--- src/rtl/mfm_pkg.sv ---
// Shared types and constants for the minimum fleet matcher.
// Used by mfm_ctrl, mfm_dp and min_fleet_max_flow_matcher; no dependencies.
package mfm_pkg;

    localparam int DEF_MAX_FLIGHTS = 16;
    localparam int DEF_CITY_BITS   = 8;

    localparam int CITY_W   = 8;
    localparam int MINUTE_W = 11;
    localparam int INDEX_W  = 4;
    localparam int COUNT_W  = 5;

    localparam logic [MINUTE_W-1:0] TURN_RESET = 11'd180;

    // Commands from the controller to the datapath
    typedef struct packed {
        logic load;      // store the offered record
        logic start;     // last record: clear matching, begin link build
        logic link_row;  // build one row of the link matrix
        logic bfs_init;  // clear visit marks and queue
        logic src_step;  // source scan: one left node
        logic pop;       // take the queue head
        logic lscan;     // left node scan: one right node
        logic rpop;      // handle a popped right node
        logic aug;       // one augment step along the found path
        logic out_step;  // advance the result index
    } t_cmd;

    // Status from the datapath to the controller
    typedef struct packed {
        logic v_last;    // scan counter is on the last flight
        logic q_empty;
        logic pop_right; // queue head is a right node
        logic sink_hit;  // popped right node is unmatched
        logic aug_done;  // current left node was reached from the source
        logic out_last;
    } t_sts;

endpackage

--- src/rtl/mfm_ctrl.sv ---
// Sequencer for the minimum fleet matcher: load, link build, search,
// augment and result phases. Depends on mfm_pkg.
module mfm_ctrl (
    input  logic          i_clk,
    input  logic          i_rst_n,
    input  logic          i_in_valid,
    input  logic          i_last_flight,
    output logic          o_in_stall,
    output logic          o_out_valid,
    input  logic          i_out_stall,
    input  mfm_pkg::t_sts i_sts,
    output mfm_pkg::t_cmd o_cmd
);
    import mfm_pkg::*;

    localparam logic [3:0] S_IDLE = 4'd0;
    localparam logic [3:0] S_LINK = 4'd1;
    localparam logic [3:0] S_INIT = 4'd2;
    localparam logic [3:0] S_SRC  = 4'd3;
    localparam logic [3:0] S_POP  = 4'd4;
    localparam logic [3:0] S_LSC  = 4'd5;
    localparam logic [3:0] S_RPOP = 4'd6;
    localparam logic [3:0] S_AUG  = 4'd7;
    localparam logic [3:0] S_OUT  = 4'd8;

    logic [3:0] r_state;
    logic [3:0] n_state;

    always_comb begin
        n_state     = r_state;
        o_cmd       = '0;
        o_in_stall  = 1'b1;
        o_out_valid = 1'b0;
        unique case (r_state)
            S_IDLE: begin
                o_in_stall = 1'b0;
                if (i_in_valid) begin
                    o_cmd.load = 1'b1;
                    if (i_last_flight) begin
                        o_cmd.start = 1'b1;
                        n_state     = S_LINK;
                    end
                end
            end
            S_LINK: begin
                o_cmd.link_row = 1'b1;
                if (i_sts.v_last) n_state = S_INIT;
            end
            S_INIT: begin
                o_cmd.bfs_init = 1'b1;
                n_state        = S_SRC;
            end
            S_SRC: begin
                o_cmd.src_step = 1'b1;
                if (i_sts.v_last) n_state = S_POP;
            end
            S_POP: begin
                if (i_sts.q_empty) begin
                    n_state = S_OUT;
                end else begin
                    o_cmd.pop = 1'b1;
                    n_state   = i_sts.pop_right ? S_RPOP : S_LSC;
                end
            end
            S_LSC: begin
                o_cmd.lscan = 1'b1;
                if (i_sts.v_last) n_state = S_POP;
            end
            S_RPOP: begin
                o_cmd.rpop = 1'b1;
                n_state    = i_sts.sink_hit ? S_AUG : S_POP;
            end
            S_AUG: begin
                o_cmd.aug = 1'b1;
                if (i_sts.aug_done) n_state = S_INIT;
            end
            S_OUT: begin
                o_out_valid = 1'b1;
                if (!i_out_stall) begin
                    o_cmd.out_step = 1'b1;
                    if (i_sts.out_last) n_state = S_IDLE;
                end
            end
            default: n_state = S_IDLE;
        endcase
    end

    always_ff @(posedge i_clk) begin
        if (!i_rst_n) begin
            r_state <= S_IDLE;
        end else begin
            r_state <= n_state;
        end
    end

endmodule

--- src/rtl/mfm_dp.sv ---
// Datapath for the minimum fleet matcher: flight store, link matrix,
// matching, search marks, queue and counters. Depends on mfm_pkg.
module mfm_dp #(
    parameter int MAX_FLIGHTS = mfm_pkg::DEF_MAX_FLIGHTS,
    parameter int CITY_BITS   = mfm_pkg::DEF_CITY_BITS
) (
    input  logic                           i_clk,
    input  logic                           i_rst_n,
    input  logic                           i_cfg_we,
    input  logic [mfm_pkg::MINUTE_W-1:0]   i_cfg_data,
    input  logic [mfm_pkg::CITY_W-1:0]     i_departure_city,
    input  logic [mfm_pkg::CITY_W-1:0]     i_arrival_city,
    input  logic [mfm_pkg::MINUTE_W-1:0]   i_departure_minute,
    input  logic [mfm_pkg::MINUTE_W-1:0]   i_arrival_minute,
    input  mfm_pkg::t_cmd                  i_cmd,
    output mfm_pkg::t_sts                  o_sts,
    output logic [mfm_pkg::INDEX_W-1:0]    o_flight_index,
    output logic                           o_has_next,
    output logic [mfm_pkg::INDEX_W-1:0]    o_next_index,
    output logic [mfm_pkg::COUNT_W-1:0]    o_aircraft_count,
    output logic                           o_last
);
    import mfm_pkg::*;

    localparam int IW  = (MAX_FLIGHTS > 1) ? $clog2(MAX_FLIGHTS) : 1;
    localparam int CW  = $clog2(MAX_FLIGHTS + 1);
    localparam int QD  = 2 * MAX_FLIGHTS;
    localparam int QIW = $clog2(QD);
    localparam int QAW = $clog2(QD + 1);

    logic [MINUTE_W-1:0]  r_turn;
    logic [CITY_BITS-1:0] r_dep_city [MAX_FLIGHTS];
    logic [CITY_BITS-1:0] r_arr_city [MAX_FLIGHTS];
    logic [MINUTE_W-1:0]  r_dep_min  [MAX_FLIGHTS];
    logic [MINUTE_W-1:0]  r_arr_min  [MAX_FLIGHTS];
    logic [MAX_FLIGHTS-1:0] r_link   [MAX_FLIGHTS];
    logic [IW-1:0]        r_lmatch   [MAX_FLIGHTS];
    logic [IW-1:0]        r_rmatch   [MAX_FLIGHTS];
    logic [IW-1:0]        r_par_r    [MAX_FLIGHTS];
    logic [IW-1:0]        r_par_l    [MAX_FLIGHTS];
    logic [MAX_FLIGHTS-1:0] r_par_l_src;
    logic [IW:0]          r_queue    [QD];

    logic [MAX_FLIGHTS-1:0] r_lm_valid, r_rm_valid, r_vis_l, r_vis_r;
    logic [CW-1:0]  r_count, r_flow;
    logic [IW-1:0]  r_v, r_node, r_cur, r_out_idx;
    logic [QAW-1:0] r_head, r_tail;

    logic [CITY_BITS-1:0]   in_dep_city, in_arr_city;
    logic [MINUTE_W:0]      ready_min;
    logic [MAX_FLIGHTS-1:0] link_row;
    logic [IW:0]            q_head;
    logic [IW-1:0]          rp_left, aug_left;
    logic                   ls_hit, rp_push, push;
    logic [IW:0]            push_data;
    logic                   room;

    assign in_dep_city = CITY_BITS'({8'd0, i_departure_city});
    assign in_arr_city = CITY_BITS'({8'd0, i_arrival_city});
    assign room        = r_count < CW'(MAX_FLIGHTS);

    // One row of the link matrix: flight r_v against every other flight in parallel
    always_comb begin
        ready_min = {1'b0, r_arr_min[r_v]} + {1'b0, r_turn};
        for (int b = 0; b < MAX_FLIGHTS; b++) begin
            link_row[b] = (r_v != IW'(b)) && (r_arr_city[r_v] == r_dep_city[b]) &&
                          (ready_min <= {1'b0, r_dep_min[b]});
        end
    end

    always_comb begin
        q_head   = r_queue[r_head[QIW-1:0]];
        rp_left  = r_rmatch[r_node];
        aug_left = r_par_r[r_cur];
        ls_hit   = !r_vis_r[r_v] && r_link[r_node][r_v] &&
                   !(r_lm_valid[r_node] && (r_lmatch[r_node] == r_v));
        rp_push  = r_rm_valid[r_node] && !r_vis_l[rp_left];
        push      = 1'b0;
        push_data = '0;
        if (i_cmd.src_step && !r_lm_valid[r_v]) begin
            push      = 1'b1;
            push_data = {1'b0, r_v};
        end else if (i_cmd.lscan && ls_hit) begin
            push      = 1'b1;
            push_data = {1'b1, r_v};
        end else if (i_cmd.rpop && rp_push) begin
            push      = 1'b1;
            push_data = {1'b0, rp_left};
        end
    end

    always_comb begin
        o_sts.v_last    = (CW'(r_v) + CW'(1)) == r_count;
        o_sts.q_empty   = r_head == r_tail;
        o_sts.pop_right = q_head[IW];
        o_sts.sink_hit  = !r_rm_valid[r_node];
        o_sts.aug_done  = r_par_l_src[aug_left];
        o_sts.out_last  = (CW'(r_out_idx) + CW'(1)) == r_count;
    end

    assign o_flight_index   = INDEX_W'(r_out_idx);
    assign o_has_next       = r_lm_valid[r_out_idx];
    assign o_next_index     = r_lm_valid[r_out_idx] ? INDEX_W'(r_lmatch[r_out_idx]) : '0;
    assign o_aircraft_count = COUNT_W'(r_count - r_flow);
    assign o_last           = o_sts.out_last;

    // Payload storage
    always_ff @(posedge i_clk) begin
        if (i_cmd.load && room) begin
            r_dep_city[r_count[IW-1:0]] <= in_dep_city;
            r_arr_city[r_count[IW-1:0]] <= in_arr_city;
            r_dep_min[r_count[IW-1:0]]  <= i_departure_minute;
            r_arr_min[r_count[IW-1:0]]  <= i_arrival_minute;
        end
        if (i_cmd.link_row) r_link[r_v] <= link_row;
        if (push) r_queue[r_tail[QIW-1:0]] <= push_data;
        if (i_cmd.pop) r_node <= q_head[IW-1:0];
        if (i_cmd.src_step && !r_lm_valid[r_v]) r_par_l_src[r_v] <= 1'b1;
        if (i_cmd.lscan && ls_hit) r_par_r[r_v] <= r_node;
        if (i_cmd.rpop) begin
            if (rp_push) begin
                r_par_l_src[rp_left] <= 1'b0;
                r_par_l[rp_left]     <= r_node;
            end
            r_cur <= r_node;
        end
        if (i_cmd.aug) begin
            r_lmatch[aug_left] <= r_cur;
            r_rmatch[r_cur]    <= aug_left;
            r_cur              <= r_par_l[aug_left];
        end
    end

    // Control state and counters
    always_ff @(posedge i_clk) begin
        if (!i_rst_n) begin
            r_turn     <= TURN_RESET;
            r_count    <= '0;
            r_flow     <= '0;
            r_v        <= '0;
            r_head     <= '0;
            r_tail     <= '0;
            r_out_idx  <= '0;
            r_lm_valid <= '0;
            r_rm_valid <= '0;
            r_vis_l    <= '0;
            r_vis_r    <= '0;
        end else begin
            if (i_cfg_we) r_turn <= i_cfg_data;
            if (i_cmd.load && room) r_count <= r_count + CW'(1);
            if (i_cmd.start) begin
                r_v        <= '0;
                r_flow     <= '0;
                r_out_idx  <= '0;
                r_lm_valid <= '0;
                r_rm_valid <= '0;
            end
            if (i_cmd.link_row || i_cmd.src_step || i_cmd.lscan) r_v <= r_v + IW'(1);
            if (i_cmd.bfs_init) begin
                r_v     <= '0;
                r_head  <= '0;
                r_tail  <= '0;
                r_vis_l <= '0;
                r_vis_r <= '0;
            end
            if (i_cmd.pop) begin
                r_head <= r_head + QAW'(1);
                r_v    <= '0;
            end
            if (push) r_tail <= r_tail + QAW'(1);
            if (i_cmd.src_step && !r_lm_valid[r_v]) r_vis_l[r_v] <= 1'b1;
            if (i_cmd.lscan && ls_hit) r_vis_r[r_v] <= 1'b1;
            if (i_cmd.rpop && rp_push) r_vis_l[rp_left] <= 1'b1;
            if (i_cmd.aug) begin
                r_lm_valid[aug_left] <= 1'b1;
                r_rm_valid[r_cur]    <= 1'b1;
                if (r_par_l_src[aug_left]) r_flow <= r_flow + CW'(1);
            end
            if (i_cmd.out_step) begin
                if (o_sts.out_last) begin
                    r_out_idx <= '0;
                    r_count   <= '0;
                end else begin
                    r_out_idx <= r_out_idx + IW'(1);
                end
            end
        end
    end

endmodule

--- src/rtl/min_fleet_max_flow_matcher.sv ---
// Minimum fleet matcher top level: controller plus datapath.
// Depends on mfm_pkg, mfm_ctrl and mfm_dp.
//
// Flight records are taken one per cycle and stored until a record marked
// last_flight arrives (records beyond MAX_FLIGHTS are dropped, but a dropped
// last record still starts the run). The block then builds the flight link
// matrix one row per cycle and runs an augmenting-path search over the
// flight matching: each search pass clears the marks, scans every left node
// from the source, scans every right node for each popped left node and
// handles each popped right node; the last pass ends on an empty-queue check,
// and each augmenting path is walked back one left node at a time. While it
// works, the input is stalled. It then delivers one result per flight in
// load order, one per cycle while the output is not stalled, with the
// successor flight and the aircraft count; the last result carries o_last
// and the block returns to loading. min_turnaround resets to 180 and may be
// written while the block is idle.
module min_fleet_max_flow_matcher #(
    parameter int MAX_FLIGHTS = mfm_pkg::DEF_MAX_FLIGHTS,
    parameter int CITY_BITS   = mfm_pkg::DEF_CITY_BITS
) (
    input  logic                           i_clk,
    input  logic                           i_rst_n,
    input  logic                           i_cfg_we,
    input  logic [mfm_pkg::MINUTE_W-1:0]   i_cfg_data,
    input  logic                           i_in_valid,
    output logic                           o_in_stall,
    input  logic [mfm_pkg::CITY_W-1:0]     i_departure_city,
    input  logic [mfm_pkg::CITY_W-1:0]     i_arrival_city,
    input  logic [mfm_pkg::MINUTE_W-1:0]   i_departure_minute,
    input  logic [mfm_pkg::MINUTE_W-1:0]   i_arrival_minute,
    input  logic                           i_last_flight,
    output logic                           o_out_valid,
    input  logic                           i_out_stall,
    output logic [mfm_pkg::INDEX_W-1:0]    o_flight_index,
    output logic                           o_has_next,
    output logic [mfm_pkg::INDEX_W-1:0]    o_next_index,
    output logic [mfm_pkg::COUNT_W-1:0]    o_aircraft_count,
    output logic                           o_last
);
    import mfm_pkg::*;

    t_cmd cmd;
    t_sts sts;

    // Sequence the phases; hold the input while a batch is in flight
    mfm_ctrl u_ctrl (
        .i_clk         (i_clk),
        .i_rst_n       (i_rst_n),
        .i_in_valid    (i_in_valid),
        .i_last_flight (i_last_flight),
        .o_in_stall    (o_in_stall),
        .o_out_valid   (o_out_valid),
        .i_out_stall   (i_out_stall),
        .i_sts         (sts),
        .o_cmd         (cmd)
    );

    // Store records, build links, search and augment, drive the result fields
    mfm_dp #(
        .MAX_FLIGHTS (MAX_FLIGHTS),
        .CITY_BITS   (CITY_BITS)
    ) u_dp (
        .i_clk              (i_clk),
        .i_rst_n            (i_rst_n),
        .i_cfg_we           (i_cfg_we),
        .i_cfg_data         (i_cfg_data),
        .i_departure_city   (i_departure_city),
        .i_arrival_city     (i_arrival_city),
        .i_departure_minute (i_departure_minute),
        .i_arrival_minute   (i_arrival_minute),
        .i_cmd              (cmd),
        .o_sts              (sts),
        .o_flight_index     (o_flight_index),
        .o_has_next         (o_has_next),
        .o_next_index       (o_next_index),
        .o_aircraft_count   (o_aircraft_count),
        .o_last             (o_last)
    );

endmodule
--- config.mk ---
export PLATFORM = sky130hd
export DESIGN_NAME = min_fleet_max_flow_matcher
export DESIGN_NICKNAME = d
export VERILOG_FILES = /design/src/rtl/mfm_pkg.sv /design/src/rtl/mfm_ctrl.sv /design/src/rtl/mfm_dp.sv /design/src/rtl/min_fleet_max_flow_matcher.sv
export SDC_FILE = /design/constraint.sdc
export NUM_CORES = 2
export LEC_CHECK = 0
export ABC_AREA = 1
export BUFFER_PORTS_ARGS = -buffer_cell sky130_fd_sc_hd__clkbuf_2
export CORE_AREA = 2 2 359 361
export DETAILED_ROUTE_END_ITERATION = 7
export DIE_AREA = 0 0 361 363
export PLACE_DENSITY_LB_ADDON = 0.2
export SLEW_MARGIN = 20
export SYNTH_ARGS = -nofsm -noshare
export SYNTH_HDL_FRONTEND = slang
export SYNTH_SLANG_ARGS = --single-unit
--- constraint.sdc ---
create_clock -name i_clk -period 16.65 [get_ports i_clk]
set_clock_uncertainty 0.15 [all_clocks]
set_input_delay 1.665 -clock i_clk [delete_from_list [all_inputs] [get_ports i_clk]]
set_output_delay 1.665 -clock i_clk [all_outputs]
set_load 0.01 [all_outputs]
==> run summary <==
final cell utilization of the core -> 0.555
final layout net count -> 6,028
cell depth of the worst flop-to-flop path -> 20
post-route fraction of the period consumed by the critical path -> 0.414
R2R Path End -> u_dp.r_link[4][14]
proportion of register bits with asynchronous set or reset after synthesis -> 0
Final TNS setup -> 0 ps
most used flip-flop cell after synthesis -> sky130_fd_sc_hd__edfxtp_1
total number of vias -> 42,800
CTS sink count -> 1,434
Mapped Nets -> 5,956
residual overflow from global routing -> 0
GP Congestion -> 0.974
drt pass-1 iters -> 8
syn avg cell area -> 11.1 um^2
result of the run -> finished clean
clock latency reported for the late side of the worst-skew pair -> 780 ps
number of standard-cell rows in the floorplan -> 131
max cap viols -> 0
post-CTS setup-driven buffer insertion count -> 0
antenna violation net count after detailed routing -> 0
width of the chip -> 361 um
Worst Tran Pin Value -> 1160 ps
final hold slack -> 312 ps
Final setup violation count -> 0
Final Hold Fails -> 0
proportion of layout cells with a drive suffix above 1 -> 0.0811
Final Slew Violations -> 0
LEAKAGE -> 26.9 nW
vias per inst -> 5.66
1st-iter DRT viols -> 4,372
placeable core region -> 0.127 mm^2
I/O pin count -> 72
post-synthesis register bit count -> 1,434
maximum fanout along the worst path -> 96
Avg WL per Cell -> 21.8 um
global-route wire length before repair -> 248,000 um
max-slew headroom at the worst pin -> 0.225
required time worst endpoint -> 16,930 ps
reg-to-reg setup timing slack -> 9760 ps
top cells by instance count after synthesis -> 1,288 x sky130_fd_sc_hd__edfxtp_1, 937 x sky130_fd_sc_hd__nand2_1, 690 x sky130_fd_sc_hd__inv_1
synthesis warning total -> 0
Longest Clk Path Bufs -> 3
pin count of the biggest net entering global routing -> 115
Total GRT Usage -> 0.249
TritonCTS clock tree -> yes
maximum VDD drop -> 0.164 mV
setup repair after global routing missed its margin -> false
kind of start point of the critical path -> flip-flop
unique cell type count in the Yosys netlist -> 53
DPL Wire Length -> 100,000 um
Power per Cell Area -> 144 mW/mm^2
crit path capture type -> flip-flop
Starting Density -> 0.499
Max Clk Rate -> 145 MHz
antenna violations before repair -> 9
post-cts repair resize count -> 0
minimum clock period after layout -> 6890 ps
clock root buffer -> sky130_fd_sc_hd__clkbuf_16
Synth top area share -> 0.610
type of the worst setup path -> reg -> reg
dominant cell by count in the synthesized netlist -> sky130_fd_sc_hd__edfxtp_1
hold crit path type -> reg -> reg
die footprint -> 0.131 mm^2
depth of the CTS H-tree -> 4
number of stages on the worst hold path -> 2
clock-pin slew on the worst setup and hold paths -> 60 ps
Filler Cells Inserted -> 10,600
Synth-to-Final Area Change -> 11.3%
register area share after synthesis -> 0.657
WL final -> 165,000 um
top cells by area in the synthesized netlist -> sky130_fd_sc_hd__edfxtp_1 61%, sky130_fd_sc_hd__nand2_1 5.6%, sky130_fd_sc_hd__dfxtp_1 4.6%, sky130_fd_sc_hd__inv_1 4.1%, sky130_fd_sc_hd__ha_1 4.1%
worst hold endpoint -> u_dp.r_rm_valid[14]
DR DRC count -> 0
count of input and output buffers -> 71
arrival time at the worst endpoint -> 7170 ps
number of buffers created by CTS -> 151
cell area after technology mapping -> 0.0634 mm^2
count of hold-fix buffers inserted at cts -> 0
synthesized netlist cell count -> 5,693
EDFF count, synth -> 1,288
cell taking the most area after synthesis -> sky130_fd_sc_hd__edfxtp_1
vertical extent of the die -> 363 um
vias in the first global route -> 40,500
Hold Path Origin -> u_dp.r_rm_valid[14]
[cell families after synthesis]
| logic type | synth area share |
|---|---|
| buf+inv | 0.0596 |
| compound gates | 0.0999 |
| mux | 0.00822 |
| fa+ha+maj | 0.0413 |
| flops | 0.657 |
| xor+xnor | 0.0104 |
| simple gates | 0.124 |
[sequential cells by signal, summed over array words and instances, names as in the netlist, 64 cells and up, named ones only]
name / flops
u_dp.r_arr_city: 128
u_dp.r_arr_min: 176
u_dp.r_dep_city: 128
u_dp.r_dep_min: 176
u_dp.r_link: 256
u_dp.r_lmatch: 64
u_dp.r_par_l: 64
u_dp.r_par_r: 64
u_dp.r_queue: 160
u_dp.r_rmatch: 64
[cells in the final DEF (no fill, tap or decap), types with 47 or more instances in the layout]
cell,synthesis,routed
sky130_fd_sc_hd__edfxtp_1,1288,1288
sky130_fd_sc_hd__nand2_1,937,937
sky130_fd_sc_hd__inv_1,690,689
sky130_fd_sc_hd__nor2_1,437,405
sky130_fd_sc_hd__o21ai_0,380,380
sky130_fd_sc_hd__nand3_1,378,378
sky130_fd_sc_hd__a21oi_1,337,337
sky130_fd_sc_hd__ha_1,206,206
sky130_fd_sc_hd__clkbuf_16,0,154
sky130_fd_sc_hd__dfxtp_1,146,136
sky130_fd_sc_hd__o211ai_1,133,133
sky130_fd_sc_hd__buf_4,14,97
sky130_fd_sc_hd__clkbuf_2,0,71
sky130_fd_sc_hd__xor2_1,64,64
sky130_fd_sc_hd__mux2i_1,52,52
sky130_fd_sc_hd__o221ai_1,51,51
sky130_fd_sc_hd__nor3_1,56,47
[routing by layer]
metal,vias to the layer above,GRT usage,wire [um]
met4,6,0.0887,4970
met5,-,0,44
met3,277,0.0399,11900
met1,20800,0.335,69100
met2,1638,0.412,78600
li1,20100,-,-
[final cells by class]
type | instances | area, um^2 | area share
Multi-Input combinational cell | 3301 | 18200 | 0.259
Sequential cell | 1434 | 41600 | 0.590
Clock inverter | 76 | 756 | 0.0107
Tap cell | 1662 | 2080 | 0.0295
Antenna cell | 5 | 12.5 | 0.000177
Timing Repair Buffer | 168 | 1080 | 0.0154
Inverter | 709 | 2660 | 0.0378
Clock buffer | 194 | 4030 | 0.0572
[critical path, cell delays in order, from the launching register on]
cell and delay [ps]:
sky130_fd_sc_hd__dfxtp_4 700, sky130_fd_sc_hd__buf_4 880, sky130_fd_sc_hd__mux2i_1 170, sky130_fd_sc_hd__o211ai_1 210
sky130_fd_sc_hd__o211ai_1 120, sky130_fd_sc_hd__nand2_1 180, sky130_fd_sc_hd__ha_1 190, sky130_fd_sc_hd__inv_1 60
sky130_fd_sc_hd__fa_1 450, sky130_fd_sc_hd__o21ai_0 290, sky130_fd_sc_hd__nand2_1 80, sky130_fd_sc_hd__nand2_1 70
sky130_fd_sc_hd__a21oi_1 100, sky130_fd_sc_hd__o21ai_0 290, sky130_fd_sc_hd__xnor2_1 160, sky130_fd_sc_hd__inv_1 430
sky130_fd_sc_hd__ha_1 500, sky130_fd_sc_hd__nand2_1 60, sky130_fd_sc_hd__nor4_1 300, sky130_fd_sc_hd__a41oi_1 290
sky130_fd_sc_hd__nor3_2 800
[power by group]
part | total [mW] | leakage [nW] | switching [mW] | internal, mW
sequential | 4.08 | 12.8 | 0.0701 | 4.01
combinational | 2.79 | 11.7 | 1.87 | 0.925
clock | 3.28 | 2.34 | 1.37 | 1.91
[worst max path at each step]
stage	cells past startpoint	slack [ps]	from	to
finish	20	9760	flip-flop	u_dp.r_link[4][14]
global placement	20	9820	flip-flop	u_dp.r_link[4][14]
CTS	20	9750	flip-flop	u_dp.r_link[4][14]
floorplan	28	10350	flip-flop	u_dp.r_link[0][5]
detailed placement	20	9780	flip-flop	u_dp.r_link[4][14]
global route	20	9210	flip-flop	u_dp.r_link[4][14]
[through the flow]
stage                     setup slack [ps]  power, mW  instances  cell area, um^2
final                                 9760       10.2       7549            70500
after global routing                  9210       10.7       7546            70500
after CTS                             9750       10.2       7544            70500
after detailed placement              9780       6.93       7274            65700
after global placement                9820       6.85       7274            65700
after floorplan                      10350       6.00       5693            63400
(Power assumes the default switching activity.)
